**src/sv/radix_digit_converter_defines.svh**
```systemverilog
// assertion macros for the radix digit converter
`ifndef RADIX_DIGIT_CONVERTER_DEFINES_SVH
`define RADIX_DIGIT_CONVERTER_DEFINES_SVH

`ifndef SYNTHESIS
// plain property, checked out of reset on the block clock
`define RDC_ASSERT(lbl, prop, msg) \
    lbl: assert property (@(posedge aclk) disable iff (!aresetn) prop) else $error(msg);
// same-cycle implication
`define RDC_ASSERT_IMPL(lbl, ante, cons, msg) \
    lbl: assert property (@(posedge aclk) disable iff (!aresetn) (ante) |-> (cons)) else $error(msg);
// next-cycle implication
`define RDC_ASSERT_NEXT(lbl, ante, cons, msg) \
    lbl: assert property (@(posedge aclk) disable iff (!aresetn) (ante) |=> (cons)) else $error(msg);
`else
`define RDC_ASSERT(lbl, prop, msg)
`define RDC_ASSERT_IMPL(lbl, ante, cons, msg)
`define RDC_ASSERT_NEXT(lbl, ante, cons, msg)
`endif

`endif

```
**src/sv/rdc_pkg.sv**
```systemverilog
// constants and helpers for the radix digit converter
package rdc_pkg;

    localparam int unsigned VALUE_W     = 32;
    localparam int unsigned RADIX_W     = 5;
    localparam int unsigned DIGIT_W     = 4;
    localparam int unsigned CHAR_W      = 7;
    localparam int unsigned COUNT_W     = 6;
    localparam int unsigned STORE_DEPTH = 32;
    localparam int unsigned STORE_AW    = 5;
    localparam int unsigned QBITS       = 4;  // quotient bits resolved per cycle

    localparam logic [RADIX_W-1:0] RADIX_MIN   = 5'd2;
    localparam logic [RADIX_W-1:0] RADIX_MAX   = 5'd16;
    localparam logic [RADIX_W-1:0] RADIX_RESET = 5'd10;

    localparam logic [CHAR_W-1:0]  CHAR_ZERO   = 7'h30;
    localparam logic [CHAR_W-1:0]  CHAR_A      = 7'h41;
    localparam logic [DIGIT_W-1:0] DEC_LIMIT   = 4'd10;

    // register index, taken from paddr[2]
    localparam logic REG_RADIX = 1'b0;

    typedef logic [DIGIT_W-1:0] digit_t;
    typedef logic [CHAR_W-1:0]  char_t;

    function automatic char_t digit_to_ascii(input digit_t d);
        char_t c;
        if (d < DEC_LIMIT) begin
            c = CHAR_ZERO + CHAR_W'(d);
        end else begin
            c = CHAR_A + CHAR_W'(d - DEC_LIMIT);
        end
        return c;
    endfunction

endpackage

```
**src/sv/radix_digit_converter.sv**
```systemverilog
// radix digit converter: each digit comes from one long division of the value (4 quotient bits a
// cycle on a 5-bit compare and subtract chain); every digit is then read out through the registered
// digit store.
// an error item (bad radix or zero value) gives its one result in the cycle after accept.
// one item at a time: s_tready is high only while idle.
// aresetn is synchronous, active low: clears control, output valid, digit count, radix to 10.
`include "radix_digit_converter_defines.svh"

module radix_digit_converter #(
    parameter int unsigned VALUE_BITS = 32
) (
    input  logic        aclk,
    input  logic        aresetn,
    // input item
    input  logic        s_tvalid,
    output logic        s_tready,
    input  logic [31:0] s_tdata,   // [31:0] value
    // result item
    output logic        m_tvalid,
    input  logic        m_tready,
    output logic [7:0]  m_tdata,   // [6:0] digit_char, [7] zero
    output logic        m_tlast,   // is_last
    output logic [0:0]  m_tuser,   // [0] invalid
    // configuration
    input  logic        psel,
    input  logic        penable,
    input  logic        pwrite,
    input  logic [2:0]  paddr,
    input  logic [31:0] pwdata,
    output logic [31:0] prdata,
    output logic        pready
);

    localparam int unsigned VW     = (VALUE_BITS < rdc_pkg::VALUE_W) ? VALUE_BITS
                                                                      : rdc_pkg::VALUE_W;
    localparam int unsigned NSTEP  = (VW + rdc_pkg::QBITS - 1) / rdc_pkg::QBITS;
    localparam int unsigned PW     = NSTEP * rdc_pkg::QBITS;
    localparam int unsigned STEP_W = (NSTEP > 1) ? $clog2(NSTEP) : 1;

    localparam logic [2:0] S_IDLE  = 3'd0;
    localparam logic [2:0] S_DIV   = 3'd1;
    localparam logic [2:0] S_FETCH = 3'd2;
    localparam logic [2:0] S_LOAD  = 3'd3;
    localparam logic [2:0] S_OUT   = 3'd4;

    logic [2:0]                       state_reg, state_next;
    logic [rdc_pkg::RADIX_W-1:0]      radix_reg;
    logic [PW-1:0]                    div_reg, div_next, div_shift;
    logic [rdc_pkg::DIGIT_W-1:0]      rem_reg, rem_next, rem_step;
    logic [STEP_W-1:0]                step_reg, step_next;
    logic [rdc_pkg::COUNT_W-1:0]      digit_count_reg, digit_count_next;
    logic [rdc_pkg::STORE_AW-1:0]     idx_reg, idx_next;
    logic                             m_tvalid_reg, m_tvalid_next;
    rdc_pkg::char_t                   out_char_reg, out_char_next;
    logic                             out_last_reg, out_last_next;
    logic                             out_inv_reg, out_inv_next;
    rdc_pkg::digit_t                  rd_data_reg;
    rdc_pkg::digit_t                  digit_store [rdc_pkg::STORE_DEPTH];
    logic                             store_wr;
    logic [rdc_pkg::QBITS-1:0]        qbits;
    logic [rdc_pkg::DIGIT_W:0]        trial;
    logic [VW-1:0]                    in_value;
    logic                             radix_bad;
    logic                             cfg_wr;

    assign in_value  = s_tdata[VW-1:0];
    assign radix_bad = (radix_reg < rdc_pkg::RADIX_MIN) || (radix_reg > rdc_pkg::RADIX_MAX);
    assign cfg_wr    = psel && penable && pwrite && pready && (paddr[2] == rdc_pkg::REG_RADIX);

    assign pready = 1'b1;
    assign prdata = (paddr[2] == rdc_pkg::REG_RADIX) ? 32'(radix_reg) : 32'd0;

    assign s_tready = (state_reg == S_IDLE);
    assign m_tvalid = m_tvalid_reg;
    assign m_tdata  = {1'b0, out_char_reg};
    assign m_tlast  = out_last_reg;
    assign m_tuser  = out_inv_reg;

    // shared divider slice: QBITS restoring steps on a narrow remainder
    always_comb begin
        rem_step = rem_reg;
        qbits    = '0;
        trial    = '0;
        for (int j = 0; j < int'(rdc_pkg::QBITS); j++) begin
            trial = {rem_step, div_reg[PW-1-j]};
            if (trial >= {1'b0, radix_reg}) begin
                rem_step                         = rdc_pkg::DIGIT_W'(trial - {1'b0, radix_reg});
                qbits[rdc_pkg::QBITS-1-j]        = 1'b1;
            end else begin
                rem_step = trial[rdc_pkg::DIGIT_W-1:0];
            end
        end
        div_shift = {div_reg[PW-rdc_pkg::QBITS-1:0], qbits};
    end

    always_comb begin
        state_next       = state_reg;
        div_next         = div_reg;
        rem_next         = rem_reg;
        step_next        = step_reg;
        digit_count_next = digit_count_reg;
        idx_next         = idx_reg;
        m_tvalid_next    = m_tvalid_reg;
        out_char_next    = out_char_reg;
        out_last_next    = out_last_reg;
        out_inv_next     = out_inv_reg;
        store_wr         = 1'b0;
        unique case (state_reg)
            S_IDLE: begin
                if (s_tvalid) begin
                    if (radix_bad || (in_value == '0)) begin
                        digit_count_next = '0;
                        out_char_next    = '0;
                        out_last_next    = 1'b1;
                        out_inv_next     = 1'b1;
                        m_tvalid_next    = 1'b1;
                        state_next       = S_OUT;
                    end else begin
                        digit_count_next = '0;
                        div_next         = PW'(in_value);
                        rem_next         = '0;
                        step_next        = '0;
                        state_next       = S_DIV;
                    end
                end
            end
            S_DIV: begin
                div_next  = div_shift;
                rem_next  = rem_step;
                step_next = step_reg + 1'b1;
                if (step_reg == STEP_W'(NSTEP - 1)) begin
                    // digit done: remainder goes to the store, quotient is the next dividend
                    store_wr         = 1'b1;
                    digit_count_next = digit_count_reg + 1'b1;
                    rem_next         = '0;
                    step_next        = '0;
                    if (div_shift == '0) begin
                        idx_next   = digit_count_reg[rdc_pkg::STORE_AW-1:0];
                        state_next = S_FETCH;
                    end
                end
            end
            S_FETCH: begin
                state_next = S_LOAD;
            end
            S_LOAD: begin
                out_char_next = rdc_pkg::digit_to_ascii(rd_data_reg);
                out_last_next = (idx_reg == '0);
                out_inv_next  = 1'b0;
                m_tvalid_next = 1'b1;
                state_next    = S_OUT;
            end
            S_OUT: begin
                if (m_tready) begin
                    m_tvalid_next = 1'b0;
                    if (out_last_reg) begin
                        state_next = S_IDLE;
                    end else begin
                        idx_next   = idx_reg - 1'b1;
                        state_next = S_FETCH;
                    end
                end
            end
            default: begin
                state_next = S_IDLE;
            end
        endcase
    end

    always_ff @(posedge aclk) begin
        if (!aresetn) begin
            state_reg       <= S_IDLE;
            radix_reg       <= rdc_pkg::RADIX_RESET;
            digit_count_reg <= '0;
            step_reg        <= '0;
            m_tvalid_reg    <= 1'b0;
        end else begin
            state_reg       <= state_next;
            digit_count_reg <= digit_count_next;
            step_reg        <= step_next;
            m_tvalid_reg    <= m_tvalid_next;
            if (cfg_wr) begin
                radix_reg <= pwdata[rdc_pkg::RADIX_W-1:0];
            end
        end
    end

    always_ff @(posedge aclk) begin
        div_reg      <= div_next;
        rem_reg      <= rem_next;
        idx_reg      <= idx_next;
        out_char_reg <= out_char_next;
        out_last_reg <= out_last_next;
        out_inv_reg  <= out_inv_next;
    end

    // digit store, least significant digit at address zero
    always_ff @(posedge aclk) begin
        if (store_wr) begin
            digit_store[digit_count_reg[rdc_pkg::STORE_AW-1:0]] <= rem_step;
        end
        rd_data_reg <= digit_store[idx_reg];
    end

    `RDC_ASSERT_IMPL(a_inv_is_last, m_tvalid && m_tuser[0], m_tlast && (m_tdata == 8'd0),
        "invalid item must be a single last item with zero data")
    `RDC_ASSERT_IMPL(a_digit_ascii, m_tvalid && !m_tuser[0],
        ((m_tdata >= 8'h30) && (m_tdata <= 8'h39)) || ((m_tdata >= 8'h41) && (m_tdata <= 8'h46)),
        "digit item outside 0-9 and A-F")
    `RDC_ASSERT(a_no_overlap, !(s_tready && m_tvalid), "input taken while a result is pending")
    `RDC_ASSERT(a_count_range, digit_count_reg <= rdc_pkg::COUNT_W'(rdc_pkg::STORE_DEPTH),
        "digit count beyond store depth")
    `RDC_ASSERT_NEXT(a_gap_after_digit, m_tvalid && m_tready && !m_tlast, !m_tvalid && !s_tready,
        "next digit must come from a store fetch")

endmodule

```
**config.mk**
```make
export PLATFORM = sky130hd
export DESIGN_NAME = radix_digit_converter
export DESIGN_NICKNAME = d
export VERILOG_FILES = /design/src/sv/rdc_pkg.sv /design/src/sv/radix_digit_converter.sv
export VERILOG_INCLUDE_DIRS = /design/src /design/src/sv
export SDC_FILE = /design/constraint.sdc
export NUM_CORES = 1
export LEC_CHECK = 0
export ABC_AREA = 0
export BUFFER_PORTS_ARGS = -buffer_cell sky130_fd_sc_hd__buf_4
export CORE_ASPECT_RATIO = 1.25
export CORE_MARGIN = 4
export CORE_UTILIZATION = 53
export CTS_CLUSTER_SIZE = 10
export DETAILED_ROUTE_END_ITERATION = 12
export PLACE_DENSITY = 0.77
export REMOVE_ABC_BUFFERS = 1
export SKIP_CTS_REPAIR_TIMING = 1
export SLEW_MARGIN = 15
export SYNTH_ARGS = -nofsm -noshare
export SYNTH_HDL_FRONTEND = slang
export SYNTH_SLANG_ARGS = --single-unit
export TNS_END_PERCENT = 20
```
**constraint.sdc**
```tcl
create_clock -name aclk -period 6.2 [get_ports aclk]
set_input_delay 0 -clock aclk [delete_from_list [all_inputs] [get_ports aclk]]
set_output_delay 0 -clock aclk [all_outputs]
set_load 0.05 [all_outputs]
```
## Yosys cells after proc, flatten, opt, wreduce, memory -nomap -nowiden

Memories as Yosys holds them, arrays and structs flattened. A register that Yosys moved wholly into a read port is not among the register bits.
Cells that the tools add are included.

| operators by class | value |
|---|---|
| eq/ne operators | 12 |
| mux-type cells | 49 |
| order comparisons | 7 |
| reductions and logical operators | 19 |
| add/subtract/negate cells | 10 |
| bitwise gates (word level) | 1 |

Operator list:

| cell | number |
|---|---|
| logical NOT 32 bit | 2 |
| 2-to-1 mux 32 bit | 2 |
| one-hot mux 32 bit (2 select lines) | 1 |
| 2-to-1 mux 4 bit | 7 |
| 2-to-1 mux 5 bit | 5 |
| 2-to-1 mux 3 bit | 8 |
| 2-to-1 mux 7 bit | 3 |
| >= comparator 5 bit | 4 |
| subtractor 4 bit | 4 |
| one-hot mux 3 bit (5 select lines) | 1 |
| one-hot mux 7 bit (2 select lines) | 1 |
| 2-to-1 mux 6 bit | 2 |
| inequality test 2 bit (second input constant) | 6 |
| one-hot mux 6 bit (2 select lines) | 1 |
| 2-to-1 mux 1 bit | 11 |
| one-hot mux 5 bit (2 select lines) | 1 |
| AND reduction 3 bit | 3 |
| one-hot mux 4 bit (2 select lines) | 1 |
| AND reduction 4 bit | 2 |
| adder 6 x 4 -> 7 bit (first input constant) | 1 |
| adder 7 bit (first input constant) | 1 |
| adder 6 x 1 -> 6 bit (second input constant) | 1 |
| equality test 3 x 2 -> 1 bit (second input constant) | 2 |
| equality test 3 bit (second input constant) | 2 |
| other kinds (20) | 26 |

| storage, ports and cells | value |
|---|---|
| bits in writable memories | 128 |
| memories | 1 |
| register bits after elaboration | 68 |

Memories:

| memory | words | width | rd ports | clocked after memory_dff | write ports | line | RTL |
|---|---|---|---|---|---|---|---|
| digit_store | 32 | 4 | 1 | 1 | 1 | radix_digit_converter.sv:58 | `rdc_pkg::digit_t digit_store [rdc_pkg::STORE_DEPTH];` |

## Longest topological paths before layout

| logic depth | value |
|---|---|
| depth in word-level cells | 12 |
| gate-level depth with buffers | 26 |
| mapped depth without buffers | 26 |

## Worst setup path before layout

Ideal clock, no wire load.

| timing | value |
|---|---|
| path type | register -> register |
| start | register radix_reg[1] in the netlist's numbering |
| end | memory digit_store[0][0] in the netlist's numbering, data pin |
| path slack | -0.029 ns |
| arrival time | 5.852 ns |
| setup time | 0.377 ns |
| required time | 5.823 ns |
| stages on the path, launching flop included | 23 |
| cell sequence | dfxtp_1 inv_1 ha_1 nand2_1 o21ai_1 a31oi_1 mux2_2 ha_1 a21oi_1 o21ai_1 a21oi_1 mux2i_1 ha_1 a21o_1 a31oi_1 o21ai_2 and2_1 or3_1 ha_1 nand2_1 o21ai_0 nor2_1 a21oi_1 |

| on the way | value |
|---|---|
| longest elaborated chain between the ends | 8 |
| elaborated cells on any way between the ends | 11 |

RTL lines:

| item | line | RTL |
|---|---|---|
| from (decl) | radix_digit_converter.sv:47 | `logic [rdc_pkg::RADIX_W-1:0] radix_reg;` |
| from (signal assigned) | radix_digit_converter.sv:173 | `radix_reg <= rdc_pkg::RADIX_RESET;` |
| from (signal assigned) | radix_digit_converter.sv:183 | `radix_reg <= pwdata[rdc_pkg::RADIX_W-1:0];` |
| subtractor 4 bit / >= comparator 5 bit (equally long branches) | radix_digit_converter.sv:87, radix_digit_converter.sv:86 |  |
| 2-to-1 mux 4 bit | radix_digit_converter.sv:86 | `if (trial >= {1'b0, radix_reg}) begin` |
| subtractor 4 bit / >= comparator 5 bit (equally long branches) | radix_digit_converter.sv:87, radix_digit_converter.sv:86 |  |
| 2-to-1 mux 4 bit | radix_digit_converter.sv:86 |  |
| subtractor 4 bit / >= comparator 5 bit (equally long branches) | radix_digit_converter.sv:87, radix_digit_converter.sv:86 |  |
| 2-to-1 mux 4 bit | radix_digit_converter.sv:86 |  |
| >= comparator 5 bit (*) | radix_digit_converter.sv:86 |  |
| 2-to-1 mux 4 bit (*) | radix_digit_converter.sv:86 |  |
| named net rem_step (one bit) | radix_digit_converter.sv:49 | `logic [rdc_pkg::DIGIT_W-1:0] rem_reg, rem_next, rem_step;` |
| to (decl) | radix_digit_converter.sv:58 |  |

The timed path passes the listed nets; every way through them passes the cells marked *.

## Final worst setup path

| timing | value |
|---|---|
| start | register radix_reg[2] in the netlist's numbering |
| end | register idx_reg[3] in the netlist's numbering, enable pin |

| on the way | value |
|---|---|
| longest elaborated chain between the ends | 11 |
| elaborated cells on any way between the ends | 17 |

RTL lines:

| item | line | RTL |
|---|---|---|
| subtractor 4 bit / >= comparator 5 bit (equally long branches) | radix_digit_converter.sv:87, radix_digit_converter.sv:86 |  |
| 2-to-1 mux 4 bit | radix_digit_converter.sv:86 |  |
| subtractor 4 bit / >= comparator 5 bit (equally long branches) | radix_digit_converter.sv:87, radix_digit_converter.sv:86 |  |
| 2-to-1 mux 4 bit | radix_digit_converter.sv:86 |  |
| >= comparator 5 bit / subtractor 4 bit (equally long branches) | radix_digit_converter.sv:86, radix_digit_converter.sv:87 |  |
| 2-to-1 mux 4 bit | radix_digit_converter.sv:86 |  |
| >= comparator 5 bit | radix_digit_converter.sv:86 |  |
| 2-to-1 mux 1 bit | radix_digit_converter.sv:86 |  |
| logical NOT 32 bit (*) | radix_digit_converter.sv:137 | `if (div_shift == '0) begin` |
| inequality test 2 bit (no line) (*) | - |  |
| AND reduction 5 bit (no line) (*) | - |  |
| to (signal assigned) | radix_digit_converter.sv:191 | `idx_reg <= idx_next;` |
| to (decl) | radix_digit_converter.sv:52 | `logic [rdc_pkg::STORE_AW-1:0] idx_reg, idx_next;` |

Every way passes the cells marked *; elsewhere a longest branch is shown, timed or not.
A chain may end at the register's enable or synchronous reset.

==> reports/results.ini <==
[finish]
largest_reg_flops=128
layout_common_cells=edfxtp_1 (178), nand2_1 (119), buf_4 (74), nor2_1 (57), dlygate4sd3_1 (45)
fillers=1242
post_route_cells_drive_above_1_share_pct=20.8
final_common_cell=edfxtp_1
fin_nets=947
syn_to_final_growth_pct=18.8
diodes=0

[critical_path]
start_kind=flip-flop
path_class=reg -> reg
r2r_start=radix_reg[2]
worstPathArrival_ns=5.96
cp_slowest_cell=ha_1
path_delay_family=compound AO/OA/AOI/OAI gates
max_stage_delay_ns=0.38
endpoint_kind=flip-flop
cp_common_cell=ha_1
crit_buf_inv=3
crit_fanout=5
required_ns=6.34
startpoint=radix_reg[2]

[sta]
finalSetupViolCount=0
final-hold-violation-count=0
period_share_pct=94.0
max_freq_mhz=172
fin_tns_setup_ns=0
worst-slew-pin-transition_ns=0.617
drv_slew=0
fin_crit_ns=5.83
slew_headroom_pct=58.8
hold-worst-slack_ns=0.328
skew_ns=0.00912

[grt]
antenna_found_initial=0
grt_pass1_vias=6018
gr-usage-met2_pct=35.5
grt_busiest_layer=met2
use_met3_pct=4.02
grt_max_degree=40
grt_usage_pct=20.1
grt_pass1_wl_um=31200
grt_remaining_overflow=0
gr-usage-met1_pct=24.1

[synth]
synth_ff_type=edfxtp_1
ys_seq_elements=199
async_flop_share_pct=0
yosysWarningCount=0
synth_cell_types=50
yosysTopAreaCellShare_pct=55.9
synth_edf_count=178
synth.avg_cell_area_sq_um=13.2
synth_area_leader_cell=edfxtp_1
synthTopCellsByArea=edfxtp_1 (56%), mux4_2 (9.4%), nand2_1 (4.7%), dfxtp_1 (4.4%), ha_1 (4.2%)
synthCells=725
syn_area_sq_um=9550
ys_seq_area_share_pct=60.3

[routing]
ant_nets=0
drc=0
wirelength_um=21100
viasPerCell=5.66
firstDrtPassIters=5
wl_per_cell_um=19.7
first_iter_violations=396
vias=6079

[cts]
worstSkewPairLatency_ns=0.43
clockBufferDepth=2
cts_tree=done
cts.clk_slew.worst_paths_ns=0.07
cts_buffers=17
h-tree-depth=4
cts_root_buffer=clkbuf_16
clock_sinks=199

[floorplan]
die_h_um=158
fp-row-count=54
die_w_um=128
initial_core_util_pct=54.4
die_area_sq_um=20300
coreArea_sq_um=17600
ios=119

[outcome]
status=finished, final reports clean

[worst_hold_path]
hold_path_class=in -> out
hold_start=paddr[2]

[placed_design]
port_buffers=60
hpwl_um=13500
gp_congestion=0.861

[flow_run]
max-cap-violations=0

-- cell families (layout without fill, tap and decap cells) --
group,count (synthesis),after routing,share of synthesized area (%)
fa+ha+maj,36,36,5.03
compound gates,84,84,5.38
buf+inv,86,184,4.82
mux,59,59,11.5
xor+xnor,15,15,1.38
flops,199,199,60.3
simple gates,244,244,11.4
other cells,2,29,0.0786
-- cells in the mapped netlist, types with 2 or more instances --
cell / number
xnor2_1: 8
or3_1: 3
nor2_1: 57
and2_1: 5
nand2b_1: 6
o22ai_1: 2
nor2b_1: 9
nand2_1: 119
ha_1: 32
inv_1: 27
a21o_1: 11
fa_1: 4
nand4b_1: 2
dfxtp_1: 21
edfxtp_1: 178
a211oi_1: 4
mux2_2: 9
a31oi_1: 6
clkbuf_1: 23
nor4_1: 13
buf_6: 3
o21ai_0: 22
o31ai_1: 2
nand3_1: 8
xor2_1: 7
o21ai_1: 4
nor3_1: 6
conb_1: 2
nand4_1: 6
mux2i_1: 10
buf_4: 30
a2111oi_0: 2
a21oi_1: 21
mux4_2: 40
o21a_1: 3
nand3b_1: 6
-- worst paths after layout --
check	to	slack, ns	depth (start not counted)
min reg2reg	step_reg[1]	0.47	2
max reg2reg	idx_reg[3]	0.37	25
max	idx_reg[3]	0.37	25
min	prdata[4]	0.33	3
-- worst reg2reg max path, cell delays in order (launching register included) --
cell and delay [ns]:
dfxtp_1 0.35, inv_1 0.15, ha_1 0.38, a21oi_1 0.18, o21ai_1 0.13, a31oi_1 0.23
mux2_2 0.38, ha_1 0.34, a21oi_1 0.14, o21ai_1 0.11, a21oi_1 0.19, buf_4 0.19
mux2i_1 0.20, ha_1 0.30, a21o_1 0.18, a31oi_1 0.17, o21ai_2 0.12, o21ai_2 0.20
inv_1 0.07, ha_1 0.34, a21o_1 0.21, a31oi_1 0.21, o21a_2 0.22, nand4_1 0.16
nor3_4 0.20, a21o_2 0.20
-- metal layers --
metal	share of wire [%]	wire length [um]
met1	37	7850
met2	54	11500
met3	5.7	1200
met4	2.9	607
met5	0	0
-- area by class of cell --
class / instances / area [sq um] / share of cell area (%)
Timing Repair Buffer: 124 / 1100 / 9.72
Multi-Input combinational cell: 467 / 3500 / 30.8
Clock inverter: 13 / 148 / 1.30
Clock buffer: 19 / 453 / 3.99
Sequential cell: 199 / 5770 / 50.8
Inverter: 28 / 105 / 0.926
Tap cell: 224 / 280 / 2.47
-- stage by stage --
step                      utilization, %  std cells  instance area, sq um  setup WS [ns]
after detailed placement            58.0        993                 10200         0.0129
after CTS                           61.4       1025                 10800        -0.0135
after global placement              58.0        993                 10200          0.338
final                               64.6       1074                 11400          0.375
after floorplan                        -        694                  9300        -0.0289
after global routing                64.6       1074                 11400       -0.00746
Power is left out: the tool's default activity adds up to more than one toggle a clock period on the data nets, which glitch-free logic cannot reach.
